--- config.mk ---
export PLATFORM = sky130hd
export DESIGN_NAME = calendar_date_advancer_top_flat
export DESIGN_NICKNAME = d
export VERILOG_FILES = /design/src/rtl/cdate_pkg.sv /design/src/rtl/cdate_if.sv /design/src/rtl/cdate_rem400.sv /design/src/rtl/calendar_date_advancer_top.sv /design/src/flat_wrapper.sv
export VERILOG_INCLUDE_DIRS = /design/src /design/src/rtl
export SDC_FILE = /design/constraint.sdc
export NUM_CORES = 1
export LEC_CHECK = 0
export ABC_AREA = 1
export BUFFER_PORTS_ARGS = -buffer_cell sky130_fd_sc_hd__buf_2
export CAP_MARGIN = 20
export CORE_ASPECT_RATIO = 1.1
export CORE_MARGIN = 2
export CORE_UTILIZATION = 33
export DETAILED_ROUTE_END_ITERATION = 10
export HOLD_SLACK_MARGIN = 0.05
export PLACE_DENSITY = 0.5
export SLEW_MARGIN = 0
export SYNTH_ARGS = -nofsm -noshare
export SYNTH_HDL_FRONTEND = slang
export SYNTH_SLANG_ARGS = --single-unit
--- constraint.sdc ---
create_clock -name clk -period 6 [get_ports clk]
set_clock_uncertainty 0.1 [all_clocks]
set_input_delay 0.3 -clock clk [delete_from_list [all_inputs] [get_ports clk]]
set_output_delay 0.3 -clock clk [all_outputs]
set_load 0.005 [all_outputs]
--- src/rtl/assert_macros.svh ---
// Assertion macros shared by the calendar date advancer RTL.
// Each macro expects signals named clk and rst_n in the enclosing scope.
`ifndef ASSERT_MACROS_SVH
`define ASSERT_MACROS_SVH

// Condition must hold at every clock edge out of reset.
`define ASSERT_ALWAYS(label, cond) \
  label: assert property (@(posedge clk) disable iff (!rst_n) (cond)) \
    else $error("assertion failed");

// Consequent must hold in the same cycle as the antecedent.
`define ASSERT_IMPLY(label, ante, cons) \
  label: assert property (@(posedge clk) disable iff (!rst_n) (ante) |-> (cons)) \
    else $error("assertion failed");

// Consequent must hold in the cycle after the antecedent.
`define ASSERT_NEXT(label, ante, cons) \
  label: assert property (@(posedge clk) disable iff (!rst_n) (ante) |=> (cons)) \
    else $error("assertion failed");

`endif

--- src/rtl/cdate_pkg.sv ---
// Shared types, constants and calendar functions for the date advancer.
// No dependencies; used by the interfaces, the remainder unit and the top level.
package cdate_pkg;

  localparam int unsigned DAY_W   = 5;
  localparam int unsigned MONTH_W = 4;
  localparam int unsigned YEAR_W  = 16;
  localparam int unsigned COUNT_W = 16;

  localparam int unsigned MAX_YEAR      = 65535;
  localparam int unsigned MAX_STEP_DAYS = 65535;
  localparam int unsigned STEP_W        = $clog2(MAX_STEP_DAYS + 1);

  // Leap rule period and its sub-periods
  localparam int unsigned LEAP_CYCLE = 400;
  localparam int unsigned CENTURY    = 100;
  localparam int unsigned REM_W      = $clog2(LEAP_CYCLE);

  localparam int unsigned MONTHS     = 12;
  localparam int unsigned DAYS_LONG  = 31;
  localparam int unsigned DAYS_SHORT = 30;
  localparam int unsigned DAYS_FEB   = 28;

  // Command codes
  localparam logic CMD_LOAD    = 1'b0;
  localparam logic CMD_ADVANCE = 1'b1;

  typedef struct packed {
    logic               command;
    logic [DAY_W-1:0]   new_day;
    logic [MONTH_W-1:0] new_month;
    logic [YEAR_W-1:0]  new_year;
    logic [COUNT_W-1:0] day_count;
  } req_t;

  typedef struct packed {
    logic [DAY_W-1:0]   cur_day;
    logic [MONTH_W-1:0] cur_month;
    logic [YEAR_W-1:0]  cur_year;
    logic               load_rejected;
    logic               year_overflow;
  } rsp_t;

  // Leap test from year mod 400 and the two low bits of the year
  function automatic logic is_leap(input logic [REM_W-1:0] rem400,
                                   input logic [1:0]       low2);
    logic century;
    century = (rem400 == REM_W'(CENTURY)) || (rem400 == REM_W'(2 * CENTURY)) ||
              (rem400 == REM_W'(3 * CENTURY));
    return (rem400 == '0) || (!century && (low2 == 2'b00));
  endfunction

  function automatic logic [DAY_W-1:0] month_len(input logic [MONTH_W-1:0] month,
                                                 input logic               leap);
    logic [DAY_W-1:0] len;
    case (month) inside
      4'd4, 4'd6, 4'd9, 4'd11: len = DAY_W'(DAYS_SHORT);
      4'd2:                    len = leap ? DAY_W'(DAYS_FEB + 1) : DAY_W'(DAYS_FEB);
      default:                 len = DAY_W'(DAYS_LONG);
    endcase
    return len;
  endfunction

endpackage

--- src/rtl/cdate_if.sv ---
// Valid/ready channel interfaces for requests and results of the date advancer.
// Depends on cdate_pkg for the payload types.
interface cdate_req_if;
  logic              valid;
  logic              ready;
  cdate_pkg::req_t   payload;

  modport source (output valid, output payload, input ready);
  modport sink   (input valid, input payload, output ready);
endinterface

interface cdate_rsp_if;
  logic              valid;
  logic              ready;
  cdate_pkg::rsp_t   payload;

  modport source (output valid, output payload, input ready);
  modport sink   (input valid, input payload, output ready);
endinterface

--- src/rtl/cdate_rem400.sv ---
// Remainder unit: year mod 400 by reciprocal multiplication; requests may overlap.
// Depends on cdate_pkg and assert_macros.svh.
`include "assert_macros.svh"

module cdate_rem400 (
  input  logic                          clk,
  input  logic                          rst_n,
  input  logic                          start_i,
  input  logic [cdate_pkg::YEAR_W-1:0]  dividend_i,
  output logic                          done_o,
  output logic [cdate_pkg::REM_W-1:0]   rem_o
);

  // ceil(2^25 / 400) gives the exact quotient for every 16-bit year
  localparam int unsigned RECIP_SH = 25;
  localparam int unsigned RECIP    = ((2 ** RECIP_SH) + cdate_pkg::LEAP_CYCLE - 1) /
                                     cdate_pkg::LEAP_CYCLE;
  localparam int unsigned RECIP_W  = $clog2(RECIP + 1);
  localparam int unsigned PROD_W   = cdate_pkg::YEAR_W + RECIP_W;
  localparam int unsigned Q_W      = $clog2(cdate_pkg::MAX_YEAR / cdate_pkg::LEAP_CYCLE + 1);
  localparam logic [RECIP_W-1:0] RECIP_C = RECIP_W'(RECIP);

  logic                         stage_v_r, stage_v_nxt;
  logic                         done_r, done_nxt;
  logic [cdate_pkg::YEAR_W-1:0] dividend_r, dividend_nxt;
  logic [Q_W-1:0]               quot_r, quot_nxt;
  logic [cdate_pkg::REM_W-1:0]  rem_r, rem_nxt;
  logic [PROD_W-1:0]            prod;
  logic [cdate_pkg::YEAR_W-1:0] back;

  // Quotient from the reciprocal product, then multiply back by the divisor
  assign prod = PROD_W'(dividend_i) * PROD_W'(RECIP_C);
  assign back = cdate_pkg::YEAR_W'(quot_r) * cdate_pkg::YEAR_W'(cdate_pkg::LEAP_CYCLE);

  always_comb begin
    stage_v_nxt  = start_i;
    done_nxt     = stage_v_r;
    dividend_nxt = dividend_r;
    quot_nxt     = quot_r;
    rem_nxt      = rem_r;
    if (start_i) begin
      dividend_nxt = dividend_i;
      quot_nxt     = Q_W'(prod >> RECIP_SH);
    end
    if (stage_v_r) begin
      rem_nxt = cdate_pkg::REM_W'(dividend_r - back);
    end
  end

  always_ff @(posedge clk) begin
    if (!rst_n) begin
      stage_v_r <= 1'b0;
      done_r    <= 1'b0;
      rem_r     <= '0;
    end else begin
      stage_v_r <= stage_v_nxt;
      done_r    <= done_nxt;
      rem_r     <= rem_nxt;
    end
    dividend_r <= dividend_nxt;
    quot_r     <= quot_nxt;
  end

  assign done_o = done_r;
  assign rem_o  = rem_r;

  `ASSERT_ALWAYS(a_rem_bound, rem_r < cdate_pkg::REM_W'(cdate_pkg::LEAP_CYCLE))
  `ASSERT_IMPLY(a_quot_bound, stage_v_r, quot_r <= Q_W'(cdate_pkg::MAX_YEAR / cdate_pkg::LEAP_CYCLE))
  `ASSERT_NEXT(a_stage_after_start, start_i, stage_v_r)
  `ASSERT_NEXT(a_done_after_stage, stage_v_r, done_r)

endmodule

--- src/rtl/calendar_date_advancer_top.sv ---
// A load goes through the remainder unit for the leap check before its result is
// registered; an advance by n days steps min(n, MAX_STEP_DAYS) days, fewer if it
// stops at 31/12 of MAX_YEAR. One day is stepped per cycle by the sequencer.
// One request is in flight at a time; the next is taken once the result is delivered.
// Reset (synchronous, rst_n low) sets the date to 1/1/2000 and clears the channels.
// Depends on cdate_pkg, cdate_if, cdate_rem400 and assert_macros.svh.
`include "assert_macros.svh"

module calendar_date_advancer_top (
  input  logic        clk,
  input  logic        rst_n,
  cdate_req_if.sink   in_req,
  cdate_rsp_if.source out_rsp
);

  typedef enum logic [1:0] {
    S_IDLE,
    S_REM,
    S_STEP
  } state_t;

  state_t                        state_r, state_nxt;
  logic [cdate_pkg::DAY_W-1:0]   day_r, day_nxt;
  logic [cdate_pkg::MONTH_W-1:0] month_r, month_nxt;
  logic [cdate_pkg::YEAR_W-1:0]  year_r, year_nxt;
  logic [cdate_pkg::REM_W-1:0]   r400_r, r400_nxt;
  logic [cdate_pkg::DAY_W-1:0]   ld_day_r, ld_day_nxt;
  logic [cdate_pkg::MONTH_W-1:0] ld_month_r, ld_month_nxt;
  logic [cdate_pkg::YEAR_W-1:0]  ld_year_r, ld_year_nxt;
  logic [cdate_pkg::STEP_W-1:0]  left_r, left_nxt;
  cdate_pkg::rsp_t               rsp_r, rsp_nxt;
  logic                          out_valid_r, out_valid_nxt;

  logic                          in_ready;
  logic                          rem_start;
  logic                          rem_done;
  logic [cdate_pkg::REM_W-1:0]   rem_val;
  logic [cdate_pkg::DAY_W-1:0]   cur_len;
  logic [cdate_pkg::DAY_W-1:0]   ld_len;
  logic                          ld_ok;

  // Remainder unit for the leap test of a loaded year
  cdate_rem400 u_rem (
    .clk        (clk),
    .rst_n      (rst_n),
    .start_i    (rem_start),
    .dividend_i (in_req.payload.new_year),
    .done_o     (rem_done),
    .rem_o      (rem_val)
  );

  // Month lengths for the held date and for the pending load
  assign cur_len = cdate_pkg::month_len(month_r, cdate_pkg::is_leap(r400_r, year_r[1:0]));
  assign ld_len  = cdate_pkg::month_len(ld_month_r, cdate_pkg::is_leap(rem_val, ld_year_r[1:0]));
  assign ld_ok   = (ld_month_r >= cdate_pkg::MONTH_W'(1)) &&
                   (ld_month_r <= cdate_pkg::MONTH_W'(cdate_pkg::MONTHS)) &&
                   (ld_day_r >= cdate_pkg::DAY_W'(1)) && (ld_day_r <= ld_len) &&
                   (32'(ld_year_r) <= cdate_pkg::MAX_YEAR);

  assign in_ready = (state_r == S_IDLE) && !out_valid_r;

  always_comb begin
    state_nxt     = state_r;
    day_nxt       = day_r;
    month_nxt     = month_r;
    year_nxt      = year_r;
    r400_nxt      = r400_r;
    ld_day_nxt    = ld_day_r;
    ld_month_nxt  = ld_month_r;
    ld_year_nxt   = ld_year_r;
    left_nxt      = left_r;
    rsp_nxt       = rsp_r;
    out_valid_nxt = out_valid_r;
    rem_start     = 1'b0;

    // Drop the result once it is taken
    if (out_valid_r && out_rsp.ready) begin
      out_valid_nxt = 1'b0;
    end

    unique case (state_r)
      S_IDLE: begin
        if (in_req.valid && in_ready) begin
          ld_day_nxt   = in_req.payload.new_day;
          ld_month_nxt = in_req.payload.new_month;
          ld_year_nxt  = in_req.payload.new_year;
          if (in_req.payload.command == cdate_pkg::CMD_LOAD) begin
            rem_start = 1'b1;
            state_nxt = S_REM;
          end else begin
            left_nxt  = (32'(in_req.payload.day_count) > cdate_pkg::MAX_STEP_DAYS)
                        ? cdate_pkg::STEP_W'(cdate_pkg::MAX_STEP_DAYS)
                        : cdate_pkg::STEP_W'(in_req.payload.day_count);
            state_nxt = S_STEP;
          end
        end
      end

      // Check the loaded date once the leap remainder is ready
      S_REM: begin
        if (rem_done) begin
          rsp_nxt.load_rejected = !ld_ok;
          rsp_nxt.year_overflow = 1'b0;
          if (ld_ok) begin
            day_nxt   = ld_day_r;
            month_nxt = ld_month_r;
            year_nxt  = ld_year_r;
            r400_nxt  = rem_val;
            rsp_nxt.cur_day   = ld_day_r;
            rsp_nxt.cur_month = ld_month_r;
            rsp_nxt.cur_year  = ld_year_r;
          end else begin
            rsp_nxt.cur_day   = day_r;
            rsp_nxt.cur_month = month_r;
            rsp_nxt.cur_year  = year_r;
          end
          out_valid_nxt = 1'b1;
          state_nxt     = S_IDLE;
        end
      end

      // Advance one day per cycle, stop at the end of the calendar
      S_STEP: begin
        rsp_nxt.cur_day       = day_r;
        rsp_nxt.cur_month     = month_r;
        rsp_nxt.cur_year      = year_r;
        rsp_nxt.load_rejected = 1'b0;
        rsp_nxt.year_overflow = 1'b0;
        if (left_r == '0) begin
          out_valid_nxt = 1'b1;
          state_nxt     = S_IDLE;
        end else if (day_r >= cur_len) begin
          if (month_r >= cdate_pkg::MONTH_W'(cdate_pkg::MONTHS)) begin
            if (32'(year_r) >= cdate_pkg::MAX_YEAR) begin
              rsp_nxt.year_overflow = 1'b1;
              out_valid_nxt         = 1'b1;
              state_nxt             = S_IDLE;
            end else begin
              day_nxt   = cdate_pkg::DAY_W'(1);
              month_nxt = cdate_pkg::MONTH_W'(1);
              year_nxt  = year_r + cdate_pkg::YEAR_W'(1);
              r400_nxt  = (r400_r == cdate_pkg::REM_W'(cdate_pkg::LEAP_CYCLE - 1))
                          ? '0 : r400_r + cdate_pkg::REM_W'(1);
              left_nxt  = left_r - cdate_pkg::STEP_W'(1);
            end
          end else begin
            day_nxt   = cdate_pkg::DAY_W'(1);
            month_nxt = month_r + cdate_pkg::MONTH_W'(1);
            left_nxt  = left_r - cdate_pkg::STEP_W'(1);
          end
        end else begin
          day_nxt  = day_r + cdate_pkg::DAY_W'(1);
          left_nxt = left_r - cdate_pkg::STEP_W'(1);
        end
      end

      default: state_nxt = S_IDLE;
    endcase
  end

  always_ff @(posedge clk) begin
    if (!rst_n) begin
      state_r     <= S_IDLE;
      out_valid_r <= 1'b0;
      day_r       <= cdate_pkg::DAY_W'(1);
      month_r     <= cdate_pkg::MONTH_W'(1);
      year_r      <= cdate_pkg::YEAR_W'(2000);
      r400_r      <= '0;
    end else begin
      state_r     <= state_nxt;
      out_valid_r <= out_valid_nxt;
      day_r       <= day_nxt;
      month_r     <= month_nxt;
      year_r      <= year_nxt;
      r400_r      <= r400_nxt;
    end
    ld_day_r   <= ld_day_nxt;
    ld_month_r <= ld_month_nxt;
    ld_year_r  <= ld_year_nxt;
    left_r     <= left_nxt;
    rsp_r      <= rsp_nxt;
  end

  assign in_req.ready    = in_ready;
  assign out_rsp.valid   = out_valid_r;
  assign out_rsp.payload = rsp_r;

  `ASSERT_ALWAYS(a_month_range, (month_r >= cdate_pkg::MONTH_W'(1)) && (month_r <= cdate_pkg::MONTH_W'(cdate_pkg::MONTHS)))
  `ASSERT_ALWAYS(a_day_range, (day_r >= cdate_pkg::DAY_W'(1)) && (day_r <= cur_len))
  `ASSERT_IMPLY(a_rem_done_in_load, rem_done, state_r == S_REM)
  `ASSERT_IMPLY(a_overflow_at_end, out_valid_r && rsp_r.year_overflow, (rsp_r.cur_day == cdate_pkg::DAY_W'(cdate_pkg::DAYS_LONG)) && (rsp_r.cur_month == cdate_pkg::MONTH_W'(cdate_pkg::MONTHS)))

endmodule

--- src/flat_wrapper.sv ---
// flat-port wrapper written by rule: the top's interface ports become plain ports
module calendar_date_advancer_top_flat 
  (clk, rst_n, in_req_valid, in_req_payload, in_req_ready, out_rsp_valid, out_rsp_payload, out_rsp_ready);
  cdate_req_if in_req_i ();
  cdate_rsp_if out_rsp_i ();
  input  logic clk;
  input  logic rst_n;
  input wire logic [$bits(in_req_i.valid)-1:0] in_req_valid;
  input wire logic [$bits(in_req_i.payload)-1:0] in_req_payload;
  output wire logic [$bits(in_req_i.ready)-1:0] in_req_ready;
  output wire logic [$bits(out_rsp_i.valid)-1:0] out_rsp_valid;
  output wire logic [$bits(out_rsp_i.payload)-1:0] out_rsp_payload;
  input wire logic [$bits(out_rsp_i.ready)-1:0] out_rsp_ready;
  assign in_req_i.valid = in_req_valid;
  assign in_req_i.payload = in_req_payload;
  assign in_req_ready = in_req_i.ready;
  assign out_rsp_valid = out_rsp_i.valid;
  assign out_rsp_payload = out_rsp_i.payload;
  assign out_rsp_i.ready = out_rsp_ready;
  calendar_date_advancer_top u_core (.clk(clk), .rst_n(rst_n), .in_req(in_req_i), .out_rsp(out_rsp_i));
endmodule
==> metrics.txt, run 1 <==
# TYPE chip_impl_metric gauge
chip_impl_metric{name="worst_slew_pin_slew",unit="ns"} 0.763
chip_impl_metric{name="drc_errors",unit=""} 0
chip_impl_metric{name="via_count",unit=""} 9046
chip_impl_metric{name="power.switching_fraction",unit="%"} 47.7
chip_impl_metric{name="worstPathMaxFanout",unit=""} 5
chip_impl_metric{name="post-route-util",unit="%"} 38.3
chip_impl_info{name="tritoncts",value="done"} 1
chip_impl_metric{name="horiz_die_dim",unit="um"} 184
chip_impl_metric{name="grt_pass1_wl",unit="um"} 47500
chip_impl_metric{name="syn_avg_cell_area",unit="sq um"} 8.52
chip_impl_metric{name="synth-edff-count",unit=""} 82
chip_impl_metric{name="grt_antenna_before_repair",unit=""} 0
chip_impl_metric{name="netlist_area_pre_place",unit="sq um"} 11800
chip_impl_info{name="most_frequent_standard_cell_in_the_layout_excluding_fill_and_tap_cells",value="sky130_fd_sc_hd__inv_1"} 1
chip_impl_metric{name="final.setup.tns",unit="ns"} 0
chip_impl_metric{name="timing_hold_violations_final",unit=""} 0
chip_impl_metric{name="final-setup-viol-count",unit=""} 0
chip_impl_metric{name="synth_compound_gate_area_share",unit="%"} 8.18
chip_impl_metric{name="ios",unit=""} 75
chip_impl_info{name="worstSetupStartpointType",value="primary input"} 1
chip_impl_metric{name="postPlaceCellArea",unit="sq um"} 12700
chip_impl_metric{name="grt_overflow_total",unit=""} 0
chip_impl_metric{name="initial_core_util",unit="%"} 33.6
chip_impl_metric{name="drtPass1Iterations",unit=""} 5
chip_impl_metric{name="synthArstFlopShare",unit="%"} 0
chip_impl_info{name="outcome",value="completed"} 1
chip_impl_metric{name="synth.area.mux_share",unit="%"} 0.572
chip_impl_metric{name="first_global_vias",unit=""} 9235
chip_impl_info{name="mostFrequentLayoutCells",value="sky130_fd_sc_hd__inv_1, sky130_fd_sc_hd__nand2_1, sky130_fd_sc_hd__ha_1"} 1
chip_impl_info{name="cts_root_buf",value="sky130_fd_sc_hd__clkbuf_16"} 1
chip_impl_metric{name="globalplace.congestion",unit=""} 0.859
chip_impl_info{name="type_of_the_setup_path_with_the_least_slack",value="primary input to register"} 1
chip_impl_metric{name="drt-vias-per-instance",unit=""} 4.59
chip_impl_metric{name="grt_max_degree",unit=""} 55
chip_impl_metric{name="synthAdderAreaFrac",unit="%"} 31.6
chip_impl_metric{name="totalPowerFinal",unit="uW"} 6590
chip_impl_metric{name="die_span_y",unit="um"} 203
chip_impl_metric{name="syn_inst",unit=""} 1387
chip_impl_metric{name="cellInternalPower",unit="uW"} 3450
chip_impl_metric{name="groute.usage.overall",unit="%"} 16.2
chip_impl_metric{name="drc_violation_total_after_the_first_tritonroute_iteration",unit=""} 431
chip_impl_info{name="type_of_the_tightest_min_delay_check",value="primary input to register"} 1
chip_impl_metric{name="post_cts.repair.setup_buffers",unit=""} 0
chip_impl_metric{name="post_drt_wl_per_cell",unit="um"} 14.9
chip_impl_metric{name="core.rowCount",unit=""} 72
chip_impl_metric{name="synth_xor_xnor_area_share",unit="%"} 2.22
chip_impl_metric{name="cts-root-to-sink-buffers",unit=""} 2
chip_impl_metric{name="peakVddDrop",unit="uV"} 357
chip_impl_metric{name="drive_above_1_share",unit="%"} 10.1
chip_impl_metric{name="cp.required",unit="ns"} 6.08
chip_impl_metric{name="pwr-share-clk",unit="%"} 17.0
chip_impl_metric{name="post_cts_resize_count",unit=""} 0
chip_impl_metric{name="power_switching",unit="uW"} 3140
chip_impl_metric{name="relative_slew_slack",unit="%"} 49.0
chip_impl_metric{name="place.port_buffers",unit=""} 74
chip_impl_metric{name="yosys.cell_types.count",unit=""} 47
chip_impl_metric{name="synth-warning-count",unit=""} 0
chip_impl_metric{name="synth_simple_gate_area_share",unit="%"} 18.3
chip_impl_metric{name="cts.sink_count",unit=""} 130
chip_impl_metric{name="tritoncts_buffers",unit=""} 17
chip_impl_metric{name="r2r_slack",unit="ns"} 2.52
chip_impl_metric{name="drt_wl_total",unit="um"} 29400
chip_impl_metric{name="worst_setup_hold_path_clk_slew",unit="ns"} 0.06
chip_impl_metric{name="power.density_cell_area",unit="nW/um^2"} 488
chip_impl_metric{name="power.share.sequential",unit="%"} 19.5
chip_impl_info{name="synth_flop_cell",value="sky130_fd_sc_hd__edfxtp_1"} 1
chip_impl_metric{name="postCtsHoldBufs",unit=""} 15
chip_impl_info{name="combinational_family_with_the_most_area_after_synthesis",value="adder cells"} 1
chip_impl_metric{name="cts_max_level",unit=""} 4
chip_impl_metric{name="fill_cells",unit=""} 3657
chip_impl_metric{name="power.share.combinational",unit="%"} 63.4
chip_impl_metric{name="max-cap-violations",unit=""} 0
chip_impl_metric{name="max_freq",unit="MHz"} 181
chip_impl_metric{name="flow.area_growth_from_synthesis",unit="%"} 14.2
chip_impl_metric{name="final_max_slew_viol_count",unit=""} 0
chip_impl_metric{name="synth_sequential_area_ratio",unit="%"} 29.0
chip_impl_metric{name="leakage",unit="uW"} 0.00653
chip_impl_metric{name="n_antenna_cell",unit=""} 0
chip_impl_metric{name="final.period_utilization",unit="%"} 92.1
chip_impl_metric{name="core-area",unit="sq um"} 35200
chip_impl_metric{name="hpwl",unit="um"} 23200
chip_impl_metric{name="fp.dieArea",unit="sq um"} 37400
chip_impl_metric{name="detail-route-antenna-nets",unit=""} 0
chip_impl_metric{name="clock_latency",unit="ns"} 0.42
chip_impl_metric{name="synth_fp_nets",unit=""} 1673
chip_impl_metric{name="hold-worst-slack",unit="ns"} 0.0690
chip_impl_metric{name="finish.net_count",unit=""} 1762
chip_impl_info{name="rsz_0062_raised_after_global_routing",value="false"} 1
chip_impl_metric{name="timing.final.crit_period",unit="ns"} 5.53
chip_impl_info{name="setup.worst_path.end_class",value="register"} 1
chip_impl_metric{name="cp.arrival",unit="ns"} 5.61
chip_impl_metric{name="ys_seq_elements",unit=""} 130
chip_impl_metric{name="finish.instance_area",unit="sq um"} 13500
-- worst paths after layout --
check / from / cells past startpoint / end
max: in_req_payload[31] / 21 / u_core.u_rem.quot_r[1]
min: in_req_payload[7] / 3 / u_core.left_r[7]
max reg2reg: u_core.ld_month_r[3] / 13 / u_core.out_rsp.payload[9]
min reg2reg: u_core.state_r[0] / 2 / u_core.state_r[0]
-- cell families (layout without fill, tap and decap cells) --
kind of cell	Yosys count	count (layout)
xor+xnor	30	30
mux	6	6
compound gates	179	179
flops	130	130
simple gates	493	493
buf+inv	309	411
fa+ha+maj	240	240
-- final cells by class --
| class | instances | area, sq um | share of cell area (%) |
|---|---|---|---|
| Multi-Input combinational cell | 948 | 7200 | 53.4 |
| Clock inverter | 13 | 183 | 1.35 |
| Clock buffer | 19 | 453 | 3.35 |
| Tap cell | 481 | 602 | 4.46 |
| Timing Repair Buffer | 96 | 573 | 4.24 |
| Sequential cell | 130 | 3420 | 25.4 |
| Inverter | 283 | 1060 | 7.89 |
-- worst max-delay path, stage by stage --
cell and delay [ns]:
sky130_fd_sc_hd__dlygate4sd3_1 0.53, sky130_fd_sc_hd__buf_2 0.16, sky130_fd_sc_hd__fa_1 0.51, sky130_fd_sc_hd__inv_1 0.12, sky130_fd_sc_hd__fa_1 0.52, sky130_fd_sc_hd__inv_1 0.05, sky130_fd_sc_hd__fa_1 0.52, sky130_fd_sc_hd__fa_1 0.53
sky130_fd_sc_hd__fa_1 0.54, sky130_fd_sc_hd__inv_1 0.06, sky130_fd_sc_hd__fa_1 0.53, sky130_fd_sc_hd__inv_1 0.04, sky130_fd_sc_hd__ha_1 0.34, sky130_fd_sc_hd__a21oi_1 0.14, sky130_fd_sc_hd__o21ai_0 0.13, sky130_fd_sc_hd__nand2_1 0.08
sky130_fd_sc_hd__nand2_1 0.04, sky130_fd_sc_hd__o21ai_0 0.24, sky130_fd_sc_hd__nand3_1 0.10, sky130_fd_sc_hd__nand2_1 0.07, sky130_fd_sc_hd__nand2_1 0.05
-- state kept, by name, indices dropped and copies added (netlist names), 4 cells and up --
signal,count
u_core.out_rsp.payload,27
u_core.ld_year_r,16
u_core.left_r,16
u_core.year_r,16
u_core.r400_r,9
u_core.u_rem.dividend_r,9
u_core.u_rem.rem_o,9
u_core.day_r,5
u_core.ld_day_r,5
u_core.u_rem.quot_r,5
u_core.ld_month_r,4
u_core.month_r,4
-- power groups by stage --
stage	Combinational, uW	Clock (uW)	Sequential [uW]
finish	4180	1120	1290
global route	4870	1180	1310
floorplan	3160	0	1270
CTS	4250	1150	1290
detailed placement	4210	0	1310
global placement	4200	0	1300
-- cell usage after synthesis (all sizes together), types with 4 or more instances --
cell type	count	area share [%]
or2	6	0.32
nor2	140	4.8
nand2	243	7.9
buf	11	0.71
nand4	21	1.2
o21ai	91	3.9
inv	283	9.0
a31oi	7	0.37
clkbuf	15	0.48
dfxtp	48	8.1
xnor2	18	1.3
edfxtp	82	21
fa	97	16
xor2	12	0.89
nor4	5	0.26
mux2	6	0.57
o22ai	5	0.26
ha	143	15
o21bai	4	0.25
nor3	13	0.59
nand3	61	3.0
a21oi	58	2.5
-- routing by layer --
metal | global-route usage (%) | vias to the layer above | wire (um)
met3 | 1.88 | 30 | 693
met1 | 20.2 | 4257 | 13100
met4 | 5.00 | 0 | 529
met5 | 0 | - | 0
met2 | 29.3 | 133 | 15000
li1 | - | 4626 | -
-- through the flow --
stage / setup WS (ns) / std cells
2_1_floorplan: 0.995 / 1387
3_3_place_gp: 0.541 / 1923
3_5_place_dp: 0.514 / 1923
4_1_cts: 0.489 / 1970
5_1_grt: 0.173 / 1970
6_report: 0.473 / 1970
No activity file was read; power rests on OpenSTA's default activity.
==> inputs of run 2 (changes only) <==
--- a/config.mk
+++ b/config.mk
@@ -15,6 +15,7 @@
 export DETAILED_ROUTE_END_ITERATION = 10
 export HOLD_SLACK_MARGIN = 0.05
 export PLACE_DENSITY = 0.5
+export RECOVER_POWER = 25
 export SLEW_MARGIN = 0
 export SYNTH_ARGS = -nofsm -noshare
 export SYNTH_HDL_FRONTEND = slang
==> constraint.sdc (replaced) <==
create_clock -name clk -period 5.7 [get_ports clk]
set_clock_uncertainty 0.1 [all_clocks]
set_input_delay 0.285 -clock clk [delete_from_list [all_inputs] [get_ports clk]]
set_output_delay 0.285 -clock clk [all_outputs]
set_load 0.005 [all_outputs]
==> run 2 against run 1 <==
Register-to-register slack worse by 0.24 ns. Non-clock buffer count rose by 6. Clock power about the same. First-iteration DRC count increased by 2.1%. Utilization barely moved. Combinational power increased by 6.2%. Die area unchanged. Worst setup slack got worse by 0.25 ns. Global-route usage fell by 0.13 points. Cell area is essentially flat. Critical path depth is the same. Via count increased by 0.57%.
==> metrics.txt, run 2 (synthesis gave the netlist of run 1 again) <==
# TYPE chip_impl_metric gauge
chip_impl_info{name="outcome",value="completed"} 1
chip_impl_metric{name="n_antenna_cell",unit=""} 0
chip_impl_info{name="mostFrequentLayoutCells",value="sky130_fd_sc_hd__inv_1, sky130_fd_sc_hd__nand2_1, sky130_fd_sc_hd__ha_1"} 1
chip_impl_metric{name="post-route-util",unit="%"} 38.3
chip_impl_metric{name="drc_violation_total_after_the_first_tritonroute_iteration",unit=""} 440
chip_impl_metric{name="dpl_worst_slack",unit="ns"} 0.239
chip_impl_info{name="type_of_the_tightest_min_delay_check",value="primary input to register"} 1
chip_impl_metric{name="max-cap-violations",unit=""} 0
chip_impl_metric{name="finish.net_count",unit=""} 1768
chip_impl_metric{name="grt_pass1_wl",unit="um"} 47300
chip_impl_metric{name="cellInternalPower",unit="uW"} 3620
chip_impl_metric{name="pwr-share-clk",unit="%"} 16.4
chip_impl_metric{name="drc_errors",unit=""} 0
chip_impl_metric{name="groute.usage.overall",unit="%"} 16.1
chip_impl_metric{name="drt-vias-per-instance",unit=""} 4.60
chip_impl_metric{name="detail-route-antenna-nets",unit=""} 0
chip_impl_metric{name="grt_max_degree",unit=""} 55
chip_impl_metric{name="drt_wl_total",unit="um"} 29200
chip_impl_metric{name="final-setup-viol-count",unit=""} 0
chip_impl_metric{name="slowest_delay",unit="ns"} 0.57
chip_impl_metric{name="clock_latency",unit="ns"} 0.42
chip_impl_metric{name="first_global_vias",unit=""} 9157
chip_impl_info{name="critical-path-top-cell-by-count",value="sky130_fd_sc_hd__fa_1"} 1
chip_impl_metric{name="tritoncts_buffers",unit=""} 17
chip_impl_info{name="setup.worst_path.end_class",value="register"} 1
chip_impl_info{name="worstSetupStartpointType",value="primary input"} 1
chip_impl_metric{name="timing_hold_violations_final",unit=""} 0
chip_impl_metric{name="flow.area_growth_from_synthesis",unit="%"} 14.2
chip_impl_metric{name="cp.required",unit="ns"} 5.78
chip_impl_metric{name="place.port_buffers",unit=""} 74
chip_impl_metric{name="worst_setup_hold_path_clk_slew",unit="ns"} 0.06
chip_impl_metric{name="hpwl",unit="um"} 23200
chip_impl_metric{name="r2r_slack",unit="ns"} 2.28
chip_impl_metric{name="core-area",unit="sq um"} 35200
chip_impl_metric{name="ios",unit=""} 75
chip_impl_metric{name="cts.sink_count",unit=""} 130
chip_impl_metric{name="drtPass1Iterations",unit=""} 5
chip_impl_metric{name="timing.final.crit_period",unit="ns"} 5.48
chip_impl_metric{name="cp.arrival",unit="ns"} 5.56
chip_impl_metric{name="power.density_cell_area",unit="nW/um^2"} 514
chip_impl_metric{name="horiz_die_dim",unit="um"} 184
chip_impl_info{name="most_frequent_standard_cell_in_the_layout_excluding_fill_and_tap_cells",value="sky130_fd_sc_hd__inv_1"} 1
chip_impl_metric{name="max_freq",unit="MHz"} 183
chip_impl_metric{name="power.share.combinational",unit="%"} 64.1
chip_impl_metric{name="final.period_utilization",unit="%"} 96.1
chip_impl_info{name="worst_path_max_delay_cell",value="sky130_fd_sc_hd__fa_1"} 1
chip_impl_metric{name="finish.instance_area",unit="sq um"} 13500
chip_impl_metric{name="worst_slew_pin_slew",unit="ns"} 0.901
chip_impl_metric{name="largest_register_ffs",unit=""} 27
chip_impl_metric{name="power_switching",unit="uW"} 3320
chip_impl_metric{name="grt_overflow_total",unit=""} 0
chip_impl_metric{name="fp.dieArea",unit="sq um"} 37400
chip_impl_info{name="type_of_the_setup_path_with_the_least_slack",value="primary input to register"} 1
chip_impl_metric{name="postLayoutSetupSlackWorst",unit="ns"} 0.221
chip_impl_metric{name="power.switching_fraction",unit="%"} 47.8
chip_impl_metric{name="post_drt_wl_per_cell",unit="um"} 14.8
chip_impl_metric{name="final_max_slew_viol_count",unit=""} 0
chip_impl_metric{name="via_count",unit=""} 9098
chip_impl_metric{name="globalplace.congestion",unit=""} 0.861
chip_impl_info{name="cts_root_buf",value="sky130_fd_sc_hd__clkbuf_16"} 1
chip_impl_metric{name="core.rowCount",unit=""} 72
chip_impl_info{name="tritoncts",value="done"} 1
chip_impl_metric{name="leakage",unit="uW"} 0.00648
chip_impl_metric{name="postPlaceCellArea",unit="sq um"} 12700
chip_impl_info{name="cp_cell_sequence",value="dlygate4sd3_1 -> buf_2 -> fa_1 -> inv_1 -> fa_1 -> inv_1 -> fa_1 -> fa_1 -> fa_1 -> inv_1 -> fa_1 -> inv_1 -> ha_1 -> nand2_2 -> nor2_1 -> o21ai_0 -> nand3_1 -> a21oi_2 -> nand2_1 -> nand2_1 -> nand2_1"} 1
chip_impl_metric{name="cts-root-to-sink-buffers",unit=""} 2
chip_impl_metric{name="die_span_y",unit="um"} 203
chip_impl_metric{name="initial_core_util",unit="%"} 33.6
chip_impl_metric{name="relative_slew_slack",unit="%"} 39.9
chip_impl_metric{name="power.share.sequential",unit="%"} 19.5
chip_impl_metric{name="worstPathMaxFanout",unit=""} 5
chip_impl_info{name="rsz_0062_raised_after_global_routing",value="true"} 1
chip_impl_metric{name="drive_above_1_share",unit="%"} 8.83
chip_impl_metric{name="cts_max_level",unit=""} 4
chip_impl_metric{name="peakVddDrop",unit="uV"} 299
chip_impl_metric{name="grt_antenna_before_repair",unit=""} 0
==> run 2: cell types whose count changed in the layout (fill, tap and decap cells not counted), moves of 3 or more <==
cell / delta
sky130_fd_sc_hd__clkbuf_1: +23
sky130_fd_sc_hd__buf_2: -20
sky130_fd_sc_hd__clkinv_2: +3
sky130_fd_sc_hd__dlygate4sd3_1: +3
==> run 2: metal layers <==
metal  share of wire [%]  track usage [%]  wire length, um  vias to the layer above
li1                    -                -                -                     4642
met1                  45             19.8            13100                     4289
met2                  51             29.3            14900                      138
met3                 2.3             2.15              683                       29
met4                 1.8             4.46              535                        0
met5                   0                0                0                        -
==> run 2: repair_timing <==
item	4_1_cts	5_1_grt
endpoints found under the setup margin	0	4
hold endpoints to repair	18	0
buffers inserted	0	1
gates resized for setup	0	4
hold buffers	18	0
==> run 2: power groups by stage <==
stage / sequential (uW) / combinational, uW / clock [uW]
floorplan: 1340 / 3330 / 0
finish: 1360 / 4440 / 1140
detailed placement: 1370 / 4420 / 0
global route: 1380 / 5140 / 1200
global placement: 1370 / 4420 / 0
CTS: 1360 / 4470 / 1160
==> run 2: worst max-delay path: cells and delay by family <==
family,cells,cell delay (ns)
AOI/OAI and AO/OA,2,0.34
and+or+nand+nor,6,0.50
buffers and inverters,6,0.95
adders and majority gates,7,3.49
==> run 2: path summary, 6_finish.rpt <==
path / startpoint / to / cells after the start
setup reg to reg: u_core.ld_month_r[3] / u_core.out_rsp.payload[5] / 13
hold / removal: in_req_payload[13] / u_core.left_r[13] / 3
setup / recovery: in_req_payload[31] / u_core.u_rem.quot_r[4] / 21
hold reg to reg: u_core.u_rem.rem_o[1] / u_core.u_rem.rem_o[1] / 2
==> run 2: area by class of cell <==
cell class,instances,area (sq um)
Fill cell,3625,21700
Multi-Input combinational cell,948,7210
Sequential cell,130,3420
Inverter,283,1060
Tap cell,481,602
Timing Repair Buffer,102,597
Clock buffer,20,437
Clock inverter,12,164
==> run 2: per-stage QoR <==
step                setup TNS (ns)  total power, uW  cells  hold WS, ns
floorplan                        0             4660   1387        0.277
global placement                 0             5790   1925        0.363
detailed placement               0             5800   1925        0.364
CTS                              0             6990   1975       0.0528
global route               -0.0318             7720   1976       0.0559
finish                           0             6940   1976       0.0624
==> inputs of run 3 (changes only) <==
--- a/config.mk
+++ b/config.mk
@@ -14,7 +14,7 @@
 export CORE_UTILIZATION = 33
 export DETAILED_ROUTE_END_ITERATION = 10
 export HOLD_SLACK_MARGIN = 0.05
-export PLACE_DENSITY = 0.5
+export PLACE_DENSITY_LB_ADDON = 0.1
 export RECOVER_POWER = 25
 export SLEW_MARGIN = 0
 export SYNTH_ARGS = -nofsm -noshare
==> run 3 against run 2 <==
First-iteration DRC count is 6.4% higher. Sequential power about the same. Hold slack improved by 0.0052 ns. Largest power group unchanged. Highest routed layer unchanged.
==> metrics.txt, run 3 (synthesis gave the netlist of run 1 again) <==
# TYPE chip_impl_metric gauge
chip_impl_info{name="rsz_0062_raised_after_global_routing",value="false"} 1
chip_impl_metric{name="timing_hold_violations_final",unit=""} 0
chip_impl_metric{name="globalplace.congestion",unit=""} 0.857
chip_impl_metric{name="die_span_y",unit="um"} 203
chip_impl_metric{name="core-area",unit="sq um"} 35200
chip_impl_metric{name="cp.arrival",unit="ns"} 5.47
chip_impl_metric{name="flow.area_growth_from_synthesis",unit="%"} 14.2
chip_impl_metric{name="final.period_utilization",unit="%"} 94.6
chip_impl_metric{name="leakage",unit="uW"} 0.00647
chip_impl_metric{name="grt_pass1_wl",unit="um"} 48600
chip_impl_info{name="type_of_the_setup_path_with_the_least_slack",value="primary input to register"} 1
chip_impl_metric{name="worst_setup_hold_path_clk_slew",unit="ns"} 0.06
chip_impl_metric{name="whs_path_depth",unit=""} 3
chip_impl_metric{name="first_global_vias",unit=""} 9340
chip_impl_info{name="setup.worst_path.end_class",value="register"} 1
chip_impl_info{name="min_delay_worst_endpoint",value="u_core.left_r[12]"} 1
chip_impl_metric{name="max-cap-violations",unit=""} 0
chip_impl_metric{name="relative_slew_slack",unit="%"} 44.2
chip_impl_metric{name="n_antenna_cell",unit=""} 0
chip_impl_metric{name="cts-root-to-sink-buffers",unit=""} 2
chip_impl_info{name="worstSetupStartpoint",value="in_req_payload[31]"} 1
chip_impl_metric{name="drc_errors",unit=""} 0
chip_impl_info{name="reg2reg_from",value="u_core.ld_month_r[3]"} 1
chip_impl_metric{name="largest_register_ffs",unit=""} 27
chip_impl_info{name="most_frequent_standard_cell_in_the_layout_excluding_fill_and_tap_cells",value="sky130_fd_sc_hd__inv_1"} 1
chip_impl_metric{name="worstPathMaxFanout",unit=""} 5
chip_impl_metric{name="core.rowCount",unit=""} 72
chip_impl_info{name="cp_cell_sequence",value="dlygate4sd3_1 -> buf_2 -> fa_1 -> inv_1 -> fa_1 -> inv_1 -> fa_1 -> fa_1 -> fa_1 -> inv_1 -> fa_1 -> inv_1 -> ha_4 -> nand2_1 -> nor2_1 -> o21ai_0 -> nand3_1 -> a21oi_2 -> nand2_1 -> nand2_1 -> nand2_1"} 1
chip_impl_metric{name="cts.sink_count",unit=""} 130
chip_impl_metric{name="fp.dieArea",unit="sq um"} 37400
chip_impl_metric{name="postPlaceCellArea",unit="sq um"} 12700
chip_impl_metric{name="max_freq",unit="MHz"} 185
chip_impl_metric{name="drt-vias-per-instance",unit=""} 4.56
chip_impl_metric{name="drive_above_1_share",unit="%"} 8.63
chip_impl_metric{name="power.switching_fraction",unit="%"} 47.9
chip_impl_metric{name="initial_core_util",unit="%"} 33.6
chip_impl_metric{name="power.share.sequential",unit="%"} 19.4
chip_impl_metric{name="worst_slew_pin_slew",unit="ns"} 0.837
chip_impl_metric{name="final-setup-viol-count",unit=""} 0
chip_impl_info{name="mostFrequentLayoutCells",value="sky130_fd_sc_hd__inv_1, sky130_fd_sc_hd__nand2_1, sky130_fd_sc_hd__ha_1"} 1
chip_impl_metric{name="cp.buffers_inverters",unit=""} 6
chip_impl_metric{name="power.density_cell_area",unit="nW/um^2"} 517
chip_impl_metric{name="finish.instance_area",unit="sq um"} 13500
chip_impl_metric{name="cellInternalPower",unit="uW"} 3640
chip_impl_metric{name="r2r_slack",unit="ns"} 2.24
chip_impl_metric{name="timing.final.crit_period",unit="ns"} 5.39
chip_impl_info{name="worst_path_max_delay_cell",value="sky130_fd_sc_hd__fa_1"} 1
chip_impl_metric{name="hpwl",unit="um"} 24000
chip_impl_metric{name="via_count",unit=""} 9007
chip_impl_metric{name="horiz_die_dim",unit="um"} 184
chip_impl_metric{name="power.share.combinational",unit="%"} 64.5
chip_impl_metric{name="reg2reg_depth",unit=""} 13
chip_impl_metric{name="finish.net_count",unit=""} 1767
chip_impl_info{name="outcome",value="completed"} 1
chip_impl_metric{name="drt_wl_total",unit="um"} 30200
chip_impl_info{name="tritoncts",value="done"} 1
chip_impl_metric{name="drtPass1Iterations",unit=""} 5
chip_impl_metric{name="pwr-share-clk",unit="%"} 16.1
chip_impl_info{name="critical_path.top_delay_family",value="adder cells"} 1
chip_impl_info{name="critical-path-top-cell-by-count",value="sky130_fd_sc_hd__fa_1"} 1
chip_impl_info{name="type_of_the_tightest_min_delay_check",value="primary input to register"} 1
chip_impl_metric{name="clock_latency",unit="ns"} 0.42
chip_impl_metric{name="detail-route-antenna-nets",unit=""} 0
chip_impl_metric{name="slowest_delay",unit="ns"} 0.56
chip_impl_metric{name="place.port_buffers",unit=""} 74
chip_impl_metric{name="final.setup.tns",unit="ns"} 0
chip_impl_metric{name="ios",unit=""} 75
chip_impl_info{name="cts_root_buf",value="sky130_fd_sc_hd__clkbuf_16"} 1
chip_impl_metric{name="grt_antenna_before_repair",unit=""} 0
chip_impl_metric{name="peakVddDrop",unit="uV"} 331
chip_impl_info{name="worstSetupStartpointType",value="primary input"} 1
chip_impl_metric{name="grt_overflow_total",unit=""} 0
chip_impl_metric{name="post_drt_wl_per_cell",unit="um"} 15.3
chip_impl_metric{name="cp.required",unit="ns"} 5.78
chip_impl_metric{name="drc_violation_total_after_the_first_tritonroute_iteration",unit=""} 468
chip_impl_metric{name="grt_max_degree",unit=""} 55
chip_impl_metric{name="final_max_slew_viol_count",unit=""} 0
chip_impl_info{name="min_from",value="in_req_payload[12]"} 1
chip_impl_metric{name="groute.usage.overall",unit="%"} 16.9
chip_impl_metric{name="totalPowerFinal",unit="uW"} 6980
chip_impl_metric{name="tritoncts_buffers",unit=""} 17
chip_impl_info{name="critical_path.reg2reg.endpoint",value="u_core.out_rsp.payload[9]"} 1
chip_impl_metric{name="cts_max_level",unit=""} 4
chip_impl_metric{name="power_switching",unit="uW"} 3340
==> run 3: cell count changes in the layout (fill, tap and decap cells not counted) <==
cell / delta
sky130_fd_sc_hd__ha_1: -1
sky130_fd_sc_hd__dlygate4sd3_1: -1
sky130_fd_sc_hd__clkinv_2: -3
sky130_fd_sc_hd__ha_4: +1
sky130_fd_sc_hd__nand2_2: -1
sky130_fd_sc_hd__nand2_1: +1
sky130_fd_sc_hd__clkbuf_1: -2
sky130_fd_sc_hd__clkinv_1: +6
sky130_fd_sc_hd__buf_1: -1
==> run 3: how the worst max path moves through the flow <==
stage / to / cells after the start / slack, ns
after floorplan: u_core.u_rem.quot_r[1] / 19 / 0.71
after global placement: u_core.u_rem.quot_r[1] / 20 / 0.24
after detailed placement: u_core.u_rem.quot_r[0] / 20 / 0.23
after CTS: u_core.u_rem.quot_r[0] / 21 / 0.20
after global routing: u_core.u_rem.quot_r[0] / 21 / 0.04
final: u_core.u_rem.quot_r[0] / 21 / 0.31
==> run 3: layer usage <==
metal  vias up  wire [um]  global-route usage, %
li1       4634          -                      -
met3        23        678                   1.92
met2       126      15700                   31.6
met1      4224      13200                   20.1
met4         0        574                   5.23
met5         -          0                      0
==> run 3: timing repair <==
action                                  in CTS  in global routing
gates resized for setup                      0                  4
endpoints found under the setup margin       0                  5
setup buffers                                0                  0
endpoints found under the hold margin       17                  0
hold buffers                                17                  0
==> run 3: area by class of cell <==
type                    instances  area, sq um
clock buffers                  17          425
multi-input cells             948         7220
well taps                     481          602
clock inverters                15          171
repair buffers                101          587
fillers                      3657        21700
flip-flops and latches        130         3420
inverters                     283         1060
==> run 3: power by group through the flow <==
stage               Combinational [uW]  Clock (uW)  Sequential (uW)
floorplan                         3330           0             1340
global placement                  4490           0             1370
detailed placement                4470           0             1370
CTS                               4520        1160             1350
global route                      5250        1200             1380
finish                            4500        1120             1350
==> run 3: stage by stage <==
step,instances,setup WS (ns),util (%),hold slack (ns)
finish,1975,0.308,38.3,0.0676
global route,1975,0.0365,38.3,0.0596
CTS,1975,0.203,38.3,0.0501
global placement,1926,0.241,36.2,0.364
detailed placement,1926,0.228,36.2,0.363
floorplan,1387,0.710,-,0.277
==> run 3: worst min-delay path, delay by kind of cell <==
family,cells,cell delay (ns)
buf+inv,1,0.08
simple gates,1,0.05
compound gates,1,0.07
